$ cat config.mk
export PLATFORM = sky130hd
export DESIGN_NAME = gps_binary_frame_receiver
export DESIGN_NICKNAME = d
export VERILOG_FILES = /design/src/gbfr_pkg.sv /design/src/gbfr_framer.sv /design/src/gbfr_watchdog.sv /design/src/gps_binary_frame_receiver.sv
export SDC_FILE = /design/constraint.sdc
export NUM_CORES = 1
export LEC_CHECK = 0
export BUFFER_PORTS_ARGS = -buffer_cell sky130_fd_sc_hd__buf_2
export CAP_MARGIN = 15
export CORE_ASPECT_RATIO = 0.8
export CORE_MARGIN = 3
export CORE_UTILIZATION = 62
export CTS_CLUSTER_SIZE = 28
export DETAILED_ROUTE_END_ITERATION = 16
export PLACE_DENSITY = 0.84
export SLEW_MARGIN = 20
export SYNTH_ARGS = -nofsm -noshare
export SYNTH_HDL_FRONTEND = slang
export SYNTH_SLANG_ARGS = --single-unit
$ cat constraint.sdc
create_clock -name aclk -period 22.9 [get_ports aclk]
set_clock_uncertainty 0.05 [all_clocks]
set_input_delay 1.145 -clock aclk [delete_from_list [all_inputs] [get_ports aclk]]
set_output_delay 1.145 -clock aclk [all_outputs]
set_load 0.005 [all_outputs]
$ cat src/gbfr_pkg.sv
// Shared types and constants for the binary GPS frame receiver.
package gbfr_pkg;

    localparam int RESULT_WIDTH = 232;

    localparam logic [7:0] SYNC_FIRST  = 8'hA0;
    localparam logic [7:0] SYNC_SECOND = 8'hA1;
    localparam logic [7:0] LEN_HIGH    = 8'h00;
    localparam logic [7:0] TAIL_FIRST  = 8'h0D;
    localparam logic [7:0] TAIL_SECOND = 8'h0A;
    localparam logic [7:0] MAX_PAYLOAD = 8'd61;
    localparam logic [6:0] TRAILER_LEN = 7'd3;

    localparam logic [5:0] OFS_MSG_ID = 6'd0;
    localparam logic [5:0] OFS_FIX    = 6'd1;
    localparam logic [5:0] OFS_SATS   = 6'd2;
    localparam logic [5:0] OFS_LAT    = 6'd9;
    localparam logic [5:0] OFS_LON    = 6'd13;
    localparam logic [5:0] OFS_ALT    = 6'd21;
    localparam logic [5:0] OFS_DOP    = 6'd27;
    localparam logic [5:0] OFS_VEL_X  = 6'd47;
    localparam logic [5:0] OFS_VEL_Y  = 6'd51;
    localparam logic [5:0] OFS_VEL_Z  = 6'd55;

    localparam logic CMD_BYTE = 1'b0;
    localparam logic CMD_TICK = 1'b1;

    localparam logic [1:0] CFG_POWER_DELAY  = 2'd0;
    localparam logic [1:0] CFG_LINK_TIMEOUT = 2'd1;
    localparam logic [1:0] CFG_NAV_ID       = 2'd2;

    localparam logic [15:0] POWER_DELAY_RESET  = 16'd1000;
    localparam logic [15:0] LINK_TIMEOUT_RESET = 16'd2500;
    localparam logic [7:0]  NAV_ID_RESET       = 8'hA8;

    typedef enum logic [1:0] {
        LINK_UP   = 2'd0,
        LINK_NAV  = 2'd1,
        LINK_DOWN = 2'd2
    } link_state_t;

    typedef struct packed {
        logic [7:0]  msg_id;
        logic [7:0]  fix_type;
        logic [7:0]  sats;
        logic [31:0] lat;
        logic [31:0] lon;
        logic [31:0] alt;
        logic [15:0] dop;
        logic [31:0] vel_x;
        logic [31:0] vel_y;
        logic [31:0] vel_z;
    } nav_fields_t;

endpackage

$ cat src/gbfr_framer.sv
// Byte framer with checksum check and capture of the navigation fields.
module gbfr_framer (
    input  logic                 aclk,
    input  logic                 aresetn,
    input  logic                 byte_en,
    input  logic [7:0]           rx_byte,
    output logic                 frame_ok,
    output gbfr_pkg::nav_fields_t fields
);
    import gbfr_pkg::*;

    typedef enum logic [2:0] {
        PH_IDLE,
        PH_GOT_A0,
        PH_GOT_A1,
        PH_GOT_LEN_HIGH,
        PH_BODY
    } phase_t;

    phase_t      phase_reg, phase_next;
    logic [6:0]  left_reg, left_next;
    logic [7:0]  csum_reg, csum_next;
    logic [5:0]  index_reg, index_next;
    logic [7:0]  prev1_reg, prev1_next;
    logic [7:0]  prev2_reg, prev2_next;
    nav_fields_t store_reg, store_next;

    function automatic logic [31:0] put_be32(logic [31:0] word, logic [5:0] base,
                                             logic [5:0] idx, logic [7:0] data);
        logic [5:0]  k;
        logic [31:0] res;
        k   = idx - base;
        res = word;
        if (idx >= base && k < 6'd4) begin
            case (k[1:0])
                2'd0:    res[31:24] = data;
                2'd1:    res[23:16] = data;
                2'd2:    res[15:8]  = data;
                default: res[7:0]   = data;
            endcase
        end
        return res;
    endfunction

    function automatic logic [15:0] put_be16(logic [15:0] word, logic [5:0] base,
                                             logic [5:0] idx, logic [7:0] data);
        logic [5:0]  k;
        logic [15:0] res;
        k   = idx - base;
        res = word;
        if (idx >= base && k < 6'd2) begin
            if (k[0]) begin
                res[7:0] = data;
            end else begin
                res[15:8] = data;
            end
        end
        return res;
    endfunction

    always_comb begin
        phase_next = phase_reg;
        left_next  = left_reg;
        csum_next  = csum_reg;
        index_next = index_reg;
        prev1_next = prev1_reg;
        prev2_next = prev2_reg;
        store_next = store_reg;
        frame_ok   = 1'b0;
        if (byte_en) begin
            case (phase_reg)
                PH_IDLE: begin
                    if (rx_byte == SYNC_FIRST) begin
                        phase_next = PH_GOT_A0;
                    end
                end
                PH_GOT_A0: begin
                    phase_next = (rx_byte == SYNC_SECOND) ? PH_GOT_A1 : PH_IDLE;
                end
                PH_GOT_A1: begin
                    phase_next = (rx_byte == LEN_HIGH) ? PH_GOT_LEN_HIGH : PH_IDLE;
                end
                PH_GOT_LEN_HIGH: begin
                    if (rx_byte <= MAX_PAYLOAD) begin
                        left_next  = rx_byte[6:0] + TRAILER_LEN;
                        index_next = '0;
                        csum_next  = '0;
                        phase_next = PH_BODY;
                    end else begin
                        phase_next = PH_IDLE;
                    end
                end
                PH_BODY: begin
                    if (index_reg == OFS_MSG_ID) begin
                        store_next.msg_id = rx_byte;
                    end
                    if (index_reg == OFS_FIX) begin
                        store_next.fix_type = rx_byte;
                    end
                    if (index_reg == OFS_SATS) begin
                        store_next.sats = rx_byte;
                    end
                    store_next.lat   = put_be32(store_reg.lat, OFS_LAT, index_reg, rx_byte);
                    store_next.lon   = put_be32(store_reg.lon, OFS_LON, index_reg, rx_byte);
                    store_next.alt   = put_be32(store_reg.alt, OFS_ALT, index_reg, rx_byte);
                    store_next.dop   = put_be16(store_reg.dop, OFS_DOP, index_reg, rx_byte);
                    store_next.vel_x = put_be32(store_reg.vel_x, OFS_VEL_X, index_reg, rx_byte);
                    store_next.vel_y = put_be32(store_reg.vel_y, OFS_VEL_Y, index_reg, rx_byte);
                    store_next.vel_z = put_be32(store_reg.vel_z, OFS_VEL_Z, index_reg, rx_byte);
                    index_next = index_reg + 6'd1;
                    prev1_next = rx_byte;
                    prev2_next = prev1_reg;
                    if (left_reg > TRAILER_LEN) begin
                        csum_next = csum_reg ^ rx_byte;
                    end
                    if (left_reg != '0) begin
                        left_next = left_reg - 7'd1;
                    end
                    if (left_next == '0) begin
                        phase_next = PH_IDLE;
                        frame_ok   = (prev2_reg == csum_reg) && (prev1_reg == TAIL_FIRST) &&
                                     (rx_byte == TAIL_SECOND);
                    end
                end
                default: begin
                    phase_next = PH_IDLE;
                end
            endcase
        end
    end

    assign fields = store_next;

    always_ff @(posedge aclk) begin
        if (!aresetn) begin
            phase_reg <= PH_IDLE;
            left_reg  <= '0;
            csum_reg  <= '0;
            index_reg <= '0;
            store_reg <= '0;
        end else begin
            phase_reg <= phase_next;
            left_reg  <= left_next;
            csum_reg  <= csum_next;
            index_reg <= index_next;
            store_reg <= store_next;
        end
    end

    always_ff @(posedge aclk) begin
        prev1_reg <= prev1_next;
        prev2_reg <= prev2_next;
    end

endmodule

$ cat src/gbfr_watchdog.sv
// Power-cycle watchdog driven by millisecond ticks.
module gbfr_watchdog (
    input  logic                  aclk,
    input  logic                  aresetn,
    input  logic                  tick_en,
    input  logic                  clear_en,
    input  logic [15:0]           power_delay,
    input  logic [15:0]           link_timeout,
    output gbfr_pkg::link_state_t link_state,
    output gbfr_pkg::link_state_t link_state_next
);
    import gbfr_pkg::*;

    link_state_t link_reg, link_next;
    logic [15:0] ticks_reg, ticks_next;
    logic [15:0] ticks_inc;

    always_comb begin
        ticks_inc  = (ticks_reg == 16'hFFFF) ? ticks_reg : ticks_reg + 16'd1;
        ticks_next = ticks_reg;
        link_next  = link_reg;
        if (tick_en) begin
            ticks_next = ticks_inc;
            if (ticks_inc > link_timeout && link_reg != LINK_DOWN) begin
                link_next  = LINK_DOWN;
                ticks_next = '0;
            end else if (ticks_inc > power_delay) begin
                case (link_reg)
                    LINK_DOWN: begin
                        link_next  = LINK_UP;
                        ticks_next = '0;
                    end
                    LINK_UP: begin
                        link_next  = LINK_NAV;
                        ticks_next = '0;
                    end
                    default: begin
                        link_next = link_reg;
                    end
                endcase
            end
        end else if (clear_en) begin
            ticks_next = '0;
        end
    end

    always_ff @(posedge aclk) begin
        if (!aresetn) begin
            link_reg  <= LINK_DOWN;
            ticks_reg <= '0;
        end else begin
            link_reg  <= link_next;
            ticks_reg <= ticks_next;
        end
    end

    assign link_state      = link_reg;
    assign link_state_next = link_next;

endmodule

$ cat src/gps_binary_frame_receiver.sv
// Top level of the binary GPS frame receiver with power-cycle watchdog.
// Each request on the slave side is a received byte (tuser 0) or a millisecond tick (tuser 1)
// and yields exactly one result on the master side. A request is registered on entry and its
// result registered on exit, so a request passes the input register and then the output register
// before its result is offered; one request is taken every cycle while the result side keeps up;
// the framer, field capture and watchdog all settle in the single logic step between those two
// registers. Navigation fields are captured as payload bytes arrive, and a frame that completes
// while navigating with the nav message id raises tuser on its result.
module gps_binary_frame_receiver (
    input  logic                              aclk,
    input  logic                              aresetn,
    input  logic                              s_tvalid,
    output logic                              s_tready,
    input  logic [7:0]                        s_tdata,   // rx_byte
    input  logic [0:0]                        s_tuser,   // command
    output logic                              m_tvalid,
    input  logic                              m_tready,
    // power_state[1:0], position_valid[2], fix_type[10:3], satellite_count[18:11],
    // latitude[49:19], longitude[81:50], sea_level_altitude[113:82], position_dop[129:114],
    // velocity_x[161:130], velocity_y[193:162], velocity_z[225:194], zero[231:226]
    output logic [gbfr_pkg::RESULT_WIDTH-1:0] m_tdata,
    output logic [0:0]                        m_tuser,   // report_valid
    input  logic                              cfg_valid,
    output logic                              cfg_ready,
    input  logic [1:0]                        cfg_index,
    input  logic [15:0]                       cfg_data
);
    import gbfr_pkg::*;

    logic        in_valid_reg;
    logic        in_cmd_reg;
    logic [7:0]  in_byte_reg;
    logic        out_valid_reg;
    logic [RESULT_WIDTH-1:0] out_data_reg, out_data_next;
    logic        out_report_reg;
    logic [15:0] power_delay_reg;
    logic [15:0] link_timeout_reg;
    logic [7:0]  nav_id_reg;

    logic        advance;
    logic        process;
    logic        byte_en;
    logic        tick_en;
    logic        frame_ok;
    logic        report;
    logic        fix;
    nav_fields_t fields;
    link_state_t link_state;
    link_state_t link_state_next;

    assign advance  = !out_valid_reg || m_tready;
    assign s_tready = aresetn && (!in_valid_reg || advance);
    assign process  = in_valid_reg && advance;
    assign byte_en  = process && (in_cmd_reg == CMD_BYTE);
    assign tick_en  = process && (in_cmd_reg == CMD_TICK);
    assign cfg_ready = aresetn;

    gbfr_framer u_framer (
        .aclk     (aclk),
        .aresetn  (aresetn),
        .byte_en  (byte_en),
        .rx_byte  (in_byte_reg),
        .frame_ok (frame_ok),
        .fields   (fields)
    );

    assign report = byte_en && frame_ok && (link_state == LINK_NAV) &&
                    (fields.msg_id == nav_id_reg);

    gbfr_watchdog u_watchdog (
        .aclk            (aclk),
        .aresetn         (aresetn),
        .tick_en         (tick_en),
        .clear_en        (report),
        .power_delay     (power_delay_reg),
        .link_timeout    (link_timeout_reg),
        .link_state      (link_state),
        .link_state_next (link_state_next)
    );

    always_comb begin
        fix = report && (fields.fix_type != 8'd0);
        out_data_next = {
            6'd0,
            fix    ? fields.vel_z    : 32'd0,
            fix    ? fields.vel_y    : 32'd0,
            fix    ? fields.vel_x    : 32'd0,
            report ? fields.dop      : 16'd0,
            fix    ? fields.alt      : 32'd0,
            fix    ? fields.lon      : 32'd0,
            fix    ? fields.lat[30:0] : 31'd0,
            report ? fields.sats     : 8'd0,
            report ? fields.fix_type : 8'd0,
            fix,
            link_state_next
        };
    end

    always_ff @(posedge aclk) begin
        if (!aresetn) begin
            in_valid_reg     <= 1'b0;
            out_valid_reg    <= 1'b0;
            power_delay_reg  <= POWER_DELAY_RESET;
            link_timeout_reg <= LINK_TIMEOUT_RESET;
            nav_id_reg       <= NAV_ID_RESET;
        end else begin
            if (s_tready) begin
                in_valid_reg <= s_tvalid;
            end
            if (advance) begin
                out_valid_reg <= in_valid_reg;
            end
            if (cfg_valid && cfg_ready) begin
                case (cfg_index)
                    CFG_POWER_DELAY:  power_delay_reg  <= cfg_data;
                    CFG_LINK_TIMEOUT: link_timeout_reg <= cfg_data;
                    CFG_NAV_ID:       nav_id_reg       <= cfg_data[7:0];
                    default:          nav_id_reg       <= nav_id_reg;
                endcase
            end
        end
    end

    always_ff @(posedge aclk) begin
        if (s_tready && s_tvalid) begin
            in_cmd_reg  <= s_tuser[0];
            in_byte_reg <= s_tdata;
        end
        if (process) begin
            out_data_reg   <= out_data_next;
            out_report_reg <= report;
        end
    end

    assign m_tvalid   = out_valid_reg;
    assign m_tdata    = out_data_reg;
    assign m_tuser[0] = out_report_reg;

endmodule

==> flow_summary.toml <==
[outcome]
outcome = "complete, no violations"

[detailed_routing]
ant_nets = 0
viasPerCell = 5.72
drt-total-wl_mm = 52.5
drt_iter0_drc = 1446
drc_errors = 0
dr.pass1.iters = 6
wire_per_inst_um = 19.2
vias = 15660

[logic_synthesis]
synth_cell_types = 69
synth-main-ff-cell = "dfxtp_1"
ys_seq_elements = 567
synth.yosys.seq_area_share = 0.625
synthCells = 2014
yosysTopAreaCell = "edfxtp_1"
synth_warnings = 0
avgSynthCellArea_um2 = 11.0
synthTopCellsByArea = "edfxtp_1 (34%), dfxtp_1 (28%), mux2i_1 (10%)"
synth_top_area_share = 0.341
synthArstFlopShare = 0
syn-cell-area_um2 = 22200
synth_edf_count = 252

[clock_network]
h-tree-depth = 2
cts.sinks = 567
cts_buffers = 52
cts_resized = 0
cts-hold-fix-buffers = 0
post_cts.repair.setup_buffers = 0
cts-root-buf = "clkbuf_16"
cts_tree = "done"
worstSkewPairLatency_ns = 0.58
clkTransAtPathRegs_ns = 0.06
clk_path_buf_depth = 3

[die]
fp.coreArea_um2 = 35000
die_area_um2 = 38100
ioPinCount = 268
row_count = 61
fp.dieW_um = 218
floorplan.initialDensity = 0.633
die_h_um = 175

[timing]
fmax_ghz = 0.189
slew-limit-headroom = 0.222
slew_viol_final = 0
setup-tns-final_ns = 0
worst_slew_pin_slew_ns = 1.17
whs_ns = 0.401
setup_ws_ns = 17.61
layout_min_cycle_time_ns = 5.29
period_share = 0.231
finalSetupViolations = 0
rsz0062_at_grt = "no"
hold_viol_final = 0

[final_layout]
largest_reg_flops = 231
nets = 2297
area_delta_synth_final_pct = 14.6
layout-drive-gt1-share = 0.164
utilization = 0.726
antenna_cells = 0

[worst_setup_path]
crit_fanout = 108
worstSetupStartpoint = "u_framer.phase_reg[2]$_SDFFE_PN0P_"
start_kind = "register"
r2r-end = "m_tdata[79]$_SDFFCE_PN0P_"
rrSetupSlack_ns = 17.61
critical_path_required_ns = 23.13
worstPathArrival_ns = 5.52
criticalPathCategory = "register to register"
end_kind = "register"
rr_worst_depth = 10
rr_startpoint = "u_framer.phase_reg[2]$_SDFFE_PN0P_"

[pwr]
p_per_area_nw_per_um2 = 79.5
leakagePower_nw = 9.62
ir_drop_uv = 59.7
total_power_mw = 2.02

[placed_design]
dp_slack_ns = 17.44
dpl.hpwl_mm = 31.9
gp_congestion = 0.885
port_buffers = 261

[job]
maxCapViolCount = 0

[global_route]
antenna_found_initial = 0
grt_max_degree = 191
grt_pass1_wl_mm = 82.5
grt_util_all_layers = 0.271
grt_overflow_total = 0
grt_pass1_vias = 15232

[min_path]
hold_end = "u_framer.prev2_reg[1]$_DFFE_PP_"
hold_path.class = "register to register"
min_from = "u_framer.prev1_reg[1]$_DFFE_PP_"
hold_path_depth = 0
==> worst max-delay path, stage by stage, from the launching register on <==
cell and delay (ns):
dfxtp_1 0.44, nor3b_2 0.62, nand3_1 0.50, inv_1 0.16, buf_4 0.37, nand3_1 0.50, nor2_1 0.25, a31oi_1 0.09
nand3_4 0.71, buf_4 0.95, nor2_1 0.15
==> layout make-up <==
cell class,instances,area [um2]
repair buffers,276,1430
fillers,2408,9600
multi-input cells,1275,7640
well taps,472,591
inverters,48,188
clock inverters,19,198
clock buffers,79,1510
flip-flops and latches,567,13900
==> metal layers <==
metal | routed length, um | share of wire | up-vias | global-route usage
met2 | 24100 | 0.46 | 603 | 0.438
met3 | 3750 | 0.071 | 113 | 0.0402
li1 | - | - | 7292 | -
met4 | 1490 | 0.028 | 0 | 0.0875
met1 | 23100 | 0.44 | 7652 | 0.383
met5 | 0 | 0 | - | 0
==> synth_stat cells (3+ instances only) <==
cell type	n
xor2_1	23
or4_1	3
o221ai_1	3
nor2b_1	9
a211oi_1	6
nor3_1	14
o31ai_1	3
and3_1	4
o211ai_1	16
ha_1	45
or2_2	6
a21boi_0	3
inv_1	47
nor4_1	10
nand2b_1	4
dfxtp_1	315
a32o_1	13
nand3_1	38
buf_4	7
a31o_2	3
edfxtp_1	252
nand4_1	8
nor3_2	3
nor2_2	4
a21oi_1	69
or3_1	11
xnor2_1	19
and2_1	11
nor3b_1	5
mux2i_1	221
nand4b_1	3
clkbuf_1	98
o21ai_0	20
a21o_1	4
nor2_1	507
nand2_1	141
buf_2	22
nand3b_1	3
==> metrics by stage <==
step	instance area (um2)	std cells
floorplan	22200	2019
global placement	23700	2638
detailed placement	23700	2638
CTS	25400	2736
global route	25400	2736
finish	25400	2736
==> layout by cell type (no fill, tap or decap), types with 11 or more instances in the layout <==
master and n:
nand3_1 37, clkbuf_16 55, nor3_1 13, mux2i_1 221
inv_1 47, dfxtp_1 315, buf_4 14, o211ai_1 16
buf_2 261, ha_1 45, a21oi_1 69, xor2_1 23
or3_1 11, a32o_1 13, clkbuf_1 20, edfxtp_1 252
nor2_1 507, nand2_1 141, xnor2_1 19, o21ai_0 20
==> kinds of logic (layout without fill, tap and decap cells) <==
family,after synthesis,count (layout),synth area share
and+or+nand+nor,790,790,0.149
adders and majority gates,45,45,0.0254
AOI/OAI and AO/OA,169,169,0.0503
DFF,567,567,0.625
xor gates and xnor gates,42,42,0.0166
buffers and inverters,177,422,0.0324
muxes,223,223,0.101
other,1,6,0.000169
==> worst max path at each step <==
stage / cells past startpoint / slack [ns] / endpoint
final: 10 / 17.61 / m_tdata[79]$_SDFFCE_PN0P_
after floorplan: 5 / 14.56 / u_watchdog.ticks_reg[13]$_SDFFE_PN0P_
after CTS: 10 / 17.72 / m_tdata[180]$_SDFFCE_PN0P_
after global routing: 10 / 17.17 / m_tdata[180]$_SDFFCE_PN0P_
after detailed placement: 11 / 17.44 / m_tdata[79]$_SDFFCE_PN0P_
after global placement: 11 / 17.61 / m_tdata[66]$_SDFFCE_PN0P_
==> power by group <==
part | internal [mW] | switching [mW]
sequential | 1.08 | 0.00981
clock | 0.499 | 0.366
combinational | 0.0218 | 0.0485
total | 1.60 | 0.424
Power figures use the tool's default switching activity.
